$ cat src/rtl/pti_pkg.sv
`timescale 1ns / 1ps

package pti_pkg;

   localparam int NODE_COUNT    = 1024;
   localparam int ALPHABET_SIZE = 26;
   localparam int NODE_W        = $clog2(NODE_COUNT);
   localparam int LETTER_W      = $clog2(ALPHABET_SIZE);
   localparam int ADDR_W        = NODE_W + LETTER_W;
   localparam int LINK_W        = NODE_W + 1;

   localparam logic [7:0] FIRST_LETTER = 8'd97;

   localparam logic [1:0] REQ_INSERT = 2'd0;
   localparam logic [1:0] REQ_SEARCH = 2'd1;

   localparam logic [1:0] STATUS_OK      = 2'd0;
   localparam logic [1:0] STATUS_FULL    = 2'd1;
   localparam logic [1:0] STATUS_BADCHAR = 2'd2;

   typedef struct packed {
      logic [1:0] req_type;
      logic [7:0] char_code;
      logic       word_end;
      logic       empty_word;
   } req_item_type;

   typedef struct packed {
      logic       found;
      logic [1:0] status;
   } rsp_item_type;

   // One link slot: the child's node index and the child's word-end mark.
   typedef struct packed {
      logic              mark;
      logic [NODE_W-1:0] child;
   } link_entry_type;

   typedef struct packed {
      logic              wr_en;
      logic [ADDR_W-1:0] wr_addr;
      link_entry_type    wr_data;
      logic [ADDR_W-1:0] rd_addr;
   } ram_ctl_type;

endpackage

$ cat src/rtl/pti_ctrl.sv
`timescale 1ns / 1ps

module pti_ctrl (
   input  logic                    clock,
   input  logic                    reset,
   input  logic                    start,
   output logic                    busy,
   input  pti_pkg::req_item_type   req_item,
   output logic                    rsp_strobe,
   output pti_pkg::rsp_item_type   rsp_item,
   output pti_pkg::ram_ctl_type    ram_ctl,
   input  pti_pkg::link_entry_type link_rd
);

   import pti_pkg::*;

   localparam logic [1:0] S_CLEAR = 2'd0;
   localparam logic [1:0] S_IDLE  = 2'd1;
   localparam logic [1:0] S_EXEC  = 2'd2;

   logic [1:0]        state_ff, state_in;
   logic [ADDR_W-1:0] clear_addr_ff, clear_addr_in;
   logic [NODE_W-1:0] cur_ff, cur_in;
   logic [NODE_W:0]   free_ff, free_in;
   logic              failed_ff, failed_in;
   logic [1:0]        fail_code_ff, fail_code_in;
   logic              root_mark_ff, root_mark_in;
   req_item_type      item_ff, item_in;
   logic [ADDR_W-1:0] slot_ff, slot_in;
   logic              letter_ok_ff, letter_ok_in;
   logic              rsp_strobe_ff, rsp_strobe_in;
   rsp_item_type      rsp_item_ff, rsp_item_in;

   logic [7:0]          diff;
   logic                letter_ok;
   logic [LETTER_W-1:0] letter;
   logic                accept;
   logic                mark_v;
   logic                is_insert;

   always_comb begin
      diff      = req_item.char_code - FIRST_LETTER;
      letter_ok = (req_item.char_code >= FIRST_LETTER) &&
                  ({1'b0, diff} < 9'(ALPHABET_SIZE));
      letter    = diff[LETTER_W-1:0];
      accept    = start && (state_ff == S_IDLE);
      is_insert = (item_ff.req_type == REQ_INSERT);
   end

   always_comb begin
      state_in      = state_ff;
      clear_addr_in = clear_addr_ff;
      cur_in        = cur_ff;
      free_in       = free_ff;
      failed_in     = failed_ff;
      fail_code_in  = fail_code_ff;
      root_mark_in  = root_mark_ff;
      item_in       = item_ff;
      slot_in       = slot_ff;
      letter_ok_in  = letter_ok_ff;
      rsp_strobe_in = 1'b0;
      rsp_item_in   = rsp_item_ff;
      mark_v        = 1'b0;

      ram_ctl.wr_en   = 1'b0;
      ram_ctl.wr_addr = slot_ff;
      ram_ctl.wr_data = '0;
      ram_ctl.rd_addr = {cur_ff, letter};

      unique case (state_ff)
         S_CLEAR: begin
            ram_ctl.wr_en   = 1'b1;
            ram_ctl.wr_addr = clear_addr_ff;
            clear_addr_in   = clear_addr_ff + 1'b1;
            if (clear_addr_ff == '1) begin
               state_in = S_IDLE;
            end
         end
         S_IDLE: begin
            if (accept) begin
               if (req_item.empty_word) begin
                  rsp_strobe_in      = 1'b1;
                  rsp_item_in.status = STATUS_OK;
                  if (req_item.req_type == REQ_INSERT) begin
                     root_mark_in       = 1'b1;
                     rsp_item_in.found  = 1'b1;
                  end else if (req_item.req_type == REQ_SEARCH) begin
                     rsp_item_in.found  = root_mark_ff;
                  end else begin
                     rsp_item_in.found  = 1'b1;
                  end
                  cur_in       = '0;
                  failed_in    = 1'b0;
                  fail_code_in = STATUS_OK;
               end else begin
                  item_in      = req_item;
                  slot_in      = {cur_ff, letter};
                  letter_ok_in = letter_ok;
                  state_in     = S_EXEC;
               end
            end
         end
         S_EXEC: begin
            if (!letter_ok_ff) begin
               if (!failed_ff) begin
                  failed_in    = 1'b1;
                  fail_code_in = STATUS_BADCHAR;
               end
            end else if (!failed_ff) begin
               if (link_rd.child == '0) begin
                  if (is_insert) begin
                     if (free_ff < (NODE_W + 1)'(NODE_COUNT)) begin
                        ram_ctl.wr_en         = 1'b1;
                        ram_ctl.wr_data.mark  = item_ff.word_end;
                        ram_ctl.wr_data.child = free_ff[NODE_W-1:0];
                        cur_in                = free_ff[NODE_W-1:0];
                        free_in               = free_ff + 1'b1;
                        mark_v                = item_ff.word_end;
                     end else begin
                        failed_in    = 1'b1;
                        fail_code_in = STATUS_FULL;
                     end
                  end else begin
                     failed_in    = 1'b1;
                     fail_code_in = STATUS_OK;
                  end
               end else begin
                  cur_in = link_rd.child;
                  mark_v = link_rd.mark;
                  if (is_insert && item_ff.word_end) begin
                     ram_ctl.wr_en         = 1'b1;
                     ram_ctl.wr_data.mark  = 1'b1;
                     ram_ctl.wr_data.child = link_rd.child;
                  end
               end
            end
            if (item_ff.word_end) begin
               rsp_strobe_in = 1'b1;
               if (failed_in) begin
                  rsp_item_in.found  = 1'b0;
                  rsp_item_in.status = fail_code_in;
               end else begin
                  rsp_item_in.status = STATUS_OK;
                  if (is_insert) begin
                     rsp_item_in.found = 1'b1;
                  end else if (item_ff.req_type == REQ_SEARCH) begin
                     rsp_item_in.found = mark_v;
                  end else begin
                     rsp_item_in.found = 1'b1;
                  end
               end
               cur_in       = '0;
               failed_in    = 1'b0;
               fail_code_in = STATUS_OK;
            end
            state_in = S_IDLE;
         end
         default: begin
            state_in = S_IDLE;
         end
      endcase
   end

   always_ff @(posedge clock) begin
      if (reset) begin
         state_ff      <= S_CLEAR;
         clear_addr_ff <= '0;
         cur_ff        <= '0;
         free_ff       <= (NODE_W + 1)'(1);
         failed_ff     <= 1'b0;
         fail_code_ff  <= STATUS_OK;
         root_mark_ff  <= 1'b0;
         rsp_strobe_ff <= 1'b0;
      end else begin
         state_ff      <= state_in;
         clear_addr_ff <= clear_addr_in;
         cur_ff        <= cur_in;
         free_ff       <= free_in;
         failed_ff     <= failed_in;
         fail_code_ff  <= fail_code_in;
         root_mark_ff  <= root_mark_in;
         rsp_strobe_ff <= rsp_strobe_in;
      end
   end

   always_ff @(posedge clock) begin
      item_ff      <= item_in;
      slot_ff      <= slot_in;
      letter_ok_ff <= letter_ok_in;
      rsp_item_ff  <= rsp_item_in;
   end

   assign busy       = (state_ff != S_IDLE);
   assign rsp_strobe = rsp_strobe_ff;
   assign rsp_item   = rsp_item_ff;

endmodule

$ cat config.mk
export PLATFORM = sky130hd
export DESIGN_NAME = pti_ctrl
export DESIGN_NICKNAME = d
export VERILOG_FILES = /design/src/rtl/pti_pkg.sv /design/src/rtl/pti_ctrl.sv
export SDC_FILE = /design/constraint.sdc
export NUM_CORES = 1
export LEC_CHECK = 0
export BUFFER_PORTS_ARGS = -buffer_cell sky130_fd_sc_hd__buf_2
export CORE_MARGIN = 3
export CORE_UTILIZATION = 59
export DETAILED_ROUTE_END_ITERATION = 10
export MAX_ROUTING_LAYER = met4
export PLACE_DENSITY = 0.95
export SLEW_MARGIN = 20
export SYNTH_ARGS = -nofsm -noshare
export SYNTH_HDL_FRONTEND = slang
export SYNTH_SLANG_ARGS = --single-unit
$ cat constraint.sdc
create_clock -name clock -period 3.65 [get_ports clock]
set_clock_uncertainty 0.2 [all_clocks]
set_input_delay 0.365 -clock clock [delete_from_list [all_inputs] [get_ports clock]]
set_output_delay 0.365 -clock clock [all_outputs]
set_load 0.03 [all_outputs]
==> results.ini <==
[outcome]
outcome=finished, final reports clean

[route]
dr.pass1.iters=5
drt-met1-wl_um=3643
drt_iter0_drc=187
drc=0
met2_length_um=4448
vias=3131
top_layer=met4
wl_um=9000
viasPerCell=6.139
drtAntennaViolNets=0
dr_wl_met3_um=653
wl_per_cell_um=17.65

[timing]
hold_violations=0
drv_slew=0
setup_viol=0
period_share=0.8058
maxSlewHeadroom=0.3860
rsz0062_at_grt=no
fmax_mhz=340.0
worstMarginPinSlew_ns=0.9211
min_period_ns=2.941
finalSetupTns_ns=0

[clock_network]
cts_setup_buffers=0
cts_root_buf=clkbuf_8
hold_buffers=0
clock-sinks=65
cts_tree=done
htreeDepth=3
clock_latency_ns=0.34
clock_path_buffers=2
clk_pin_slew_ns=0.06
ctsResizeCount=0
cts_inserted_buffers=9

[global_routing]
antenna_found_initial=0
grt_use_total=0.2721
first_global_vias=3097
grt_overflow=0
grt_first_pass_wirelength_um=14900
grt_max_degree=53

[power_and_ir_drop]
p_per_area_nw_per_um2=445.9
p_leak_nw=1.666
finalPower_mw=1.813
vdd_drop_max_mv=0.2093

[yosys]
seq_area_frac_synth=0.4368
synth-edff-count=22
ys_types=56
syn-num-nets=395
avgSynthCellArea_um2=9.596
synthArstFlopShare=0
yosys_warnings=0
synth_cells=363
synth_flop_cell=dfxtp_1
synth_seq_cells=65
synthesis.area_um2=3483

[final_layout]
final_common_cell=buf_2
diodes=0
ff_latch_area_um2=1521
drive_above_1_share=0.2648
multi_input_comb_area_um2=1832
layout_common_cells=buf_2 (72), dfxtp_1 (43), nor2_1 (30)
nFillCells=410
finalNetCount=465
area_delta_synth_final_pct=16.74

[critical_path]
path_delay_family=simple AND/OR/NAND/NOR gates
crit_chain=inv_1 > ha_1 > nor4bb_1 > and4_1 > a22o_1 > buf_2
start_kind=flip-flop
cp_max_fo=12
end_kind=output pin
criticalPathCategory=reg2out
slowest_stage=and4_1
worstPathRequired_ns=3.08
arrival_ns=2.38
cp_slowest_stage_delay_ns=0.52
worst-path-buf-inv=2

[die]
initial_core_util=0.6212
die_h_um=82.84
core_um2=5608
die-area_um2=6862
io_pins=73
fp-row-count=27
die_w_um=82.84

[min_path]
worst_hold_path_type=in2reg

[placement]
portBuffers=72
gp_congestion=0.9420
hpwl_um=6383

[flow_run]
cap_violations=0

-- path summary, 6_finish.rpt --
path	to	depth (start not counted)	start	slack, ns
setup / recovery	ram_ctl[20]	6	state_ff[0]	0.71
hold reg to reg	slot_ff[13]	0	cur_ff[8]	0.26
setup reg to reg	free_ff[7]	6	state_ff[0]	1.18
hold / removal	item_ff[1]	1	req_item[1]	0.02
-- metal layers --
| metal | global-route usage | vias up |
|---|---|---|
| met5 | - | - |
| met3 | 0.07738 | 28 |
| li1 | - | 1479 |
| met1 | 0.3213 | 1464 |
| met2 | 0.4351 | 160 |
| met4 | 0.1159 | 0 |
-- Yosys cell counts (all sizes together) (9+ instances only) --
| library cell | number | share of area |
|---|---|---|
| dfxtp | 43 | 0.25 |
| nor2 | 30 | 0.032 |
| edfxtp | 22 | 0.19 |
| nand2 | 22 | 0.024 |
| nand2b | 22 | 0.040 |
| mux2 | 18 | 0.058 |
| nor3 | 18 | 0.026 |
| inv | 15 | 0.016 |
| mux2i | 12 | 0.034 |
| o21ai | 12 | 0.017 |
| nand4 | 11 | 0.020 |
| a22o | 10 | 0.025 |
| nor4 | 10 | 0.024 |
| xnor2 | 10 | 0.025 |
| a21oi | 9 | 0.013 |
| buf | 9 | 0.013 |
| nand3 | 9 | 0.014 |
-- stage by stage --
step,instances,hold slack (ns),setup WS (ns),cell area [um2],utilization
2_1_floorplan,363,0.2413,0.9875,3483,-
3_3_place_gp,494,0.2350,1.230,3890,0.6937
3_5_place_dp,494,0.2412,1.123,3890,0.6937
4_1_cts,510,0.006444,0.7327,4066,0.7251
5_1_grt,510,0.003277,0.5326,4066,0.7251
6_report,510,0.01632,0.7087,4066,0.7251
-- report_power, final --
group	internal [mW]	total, mW	leakage (nW)	switching (mW)
Combinational	0.169	0.463	1.03	0.294
Clock	0.282	0.544	0.0894	0.263
Sequential	0.778	0.805	0.551	0.0271
-- logic make-up (layout without fill, tap and decap cells) --
group / after synthesis / in the layout / share of synthesized area
and+or+nand+nor: 156 / 156 / 0.2507
buffers and inverters: 32 / 107 / 0.03735
adders and majority gates: 6 / 6 / 0.02155
xor gates and xnor gates: 15 / 15 / 0.03771
muxes: 30 / 30 / 0.09267
DFF: 65 / 65 / 0.4368
AOI/OAI and AO/OA: 59 / 59 / 0.1232
-- registers in the layout, indices dropped and copies added, names as in the netlist, 2 cells and up --
name,flops
clear_addr_ff,15
cur_ff,10
fail_code_ff,2
free_ff,11
item_ff,3
rsp_item,3
slot_ff,15
state_ff,2
-- final cells by class --
cell class	count	share of cell area
sequential	65	0.3742
tap	72	0.02215
inverter	15	0.01385
clock buffer	13	0.03908
timing repair buffer	76	0.09600
multi-input combinational	266	0.4505
clock inverter	3	0.004308
No activity file was read; power rests on OpenSTA's default activity.
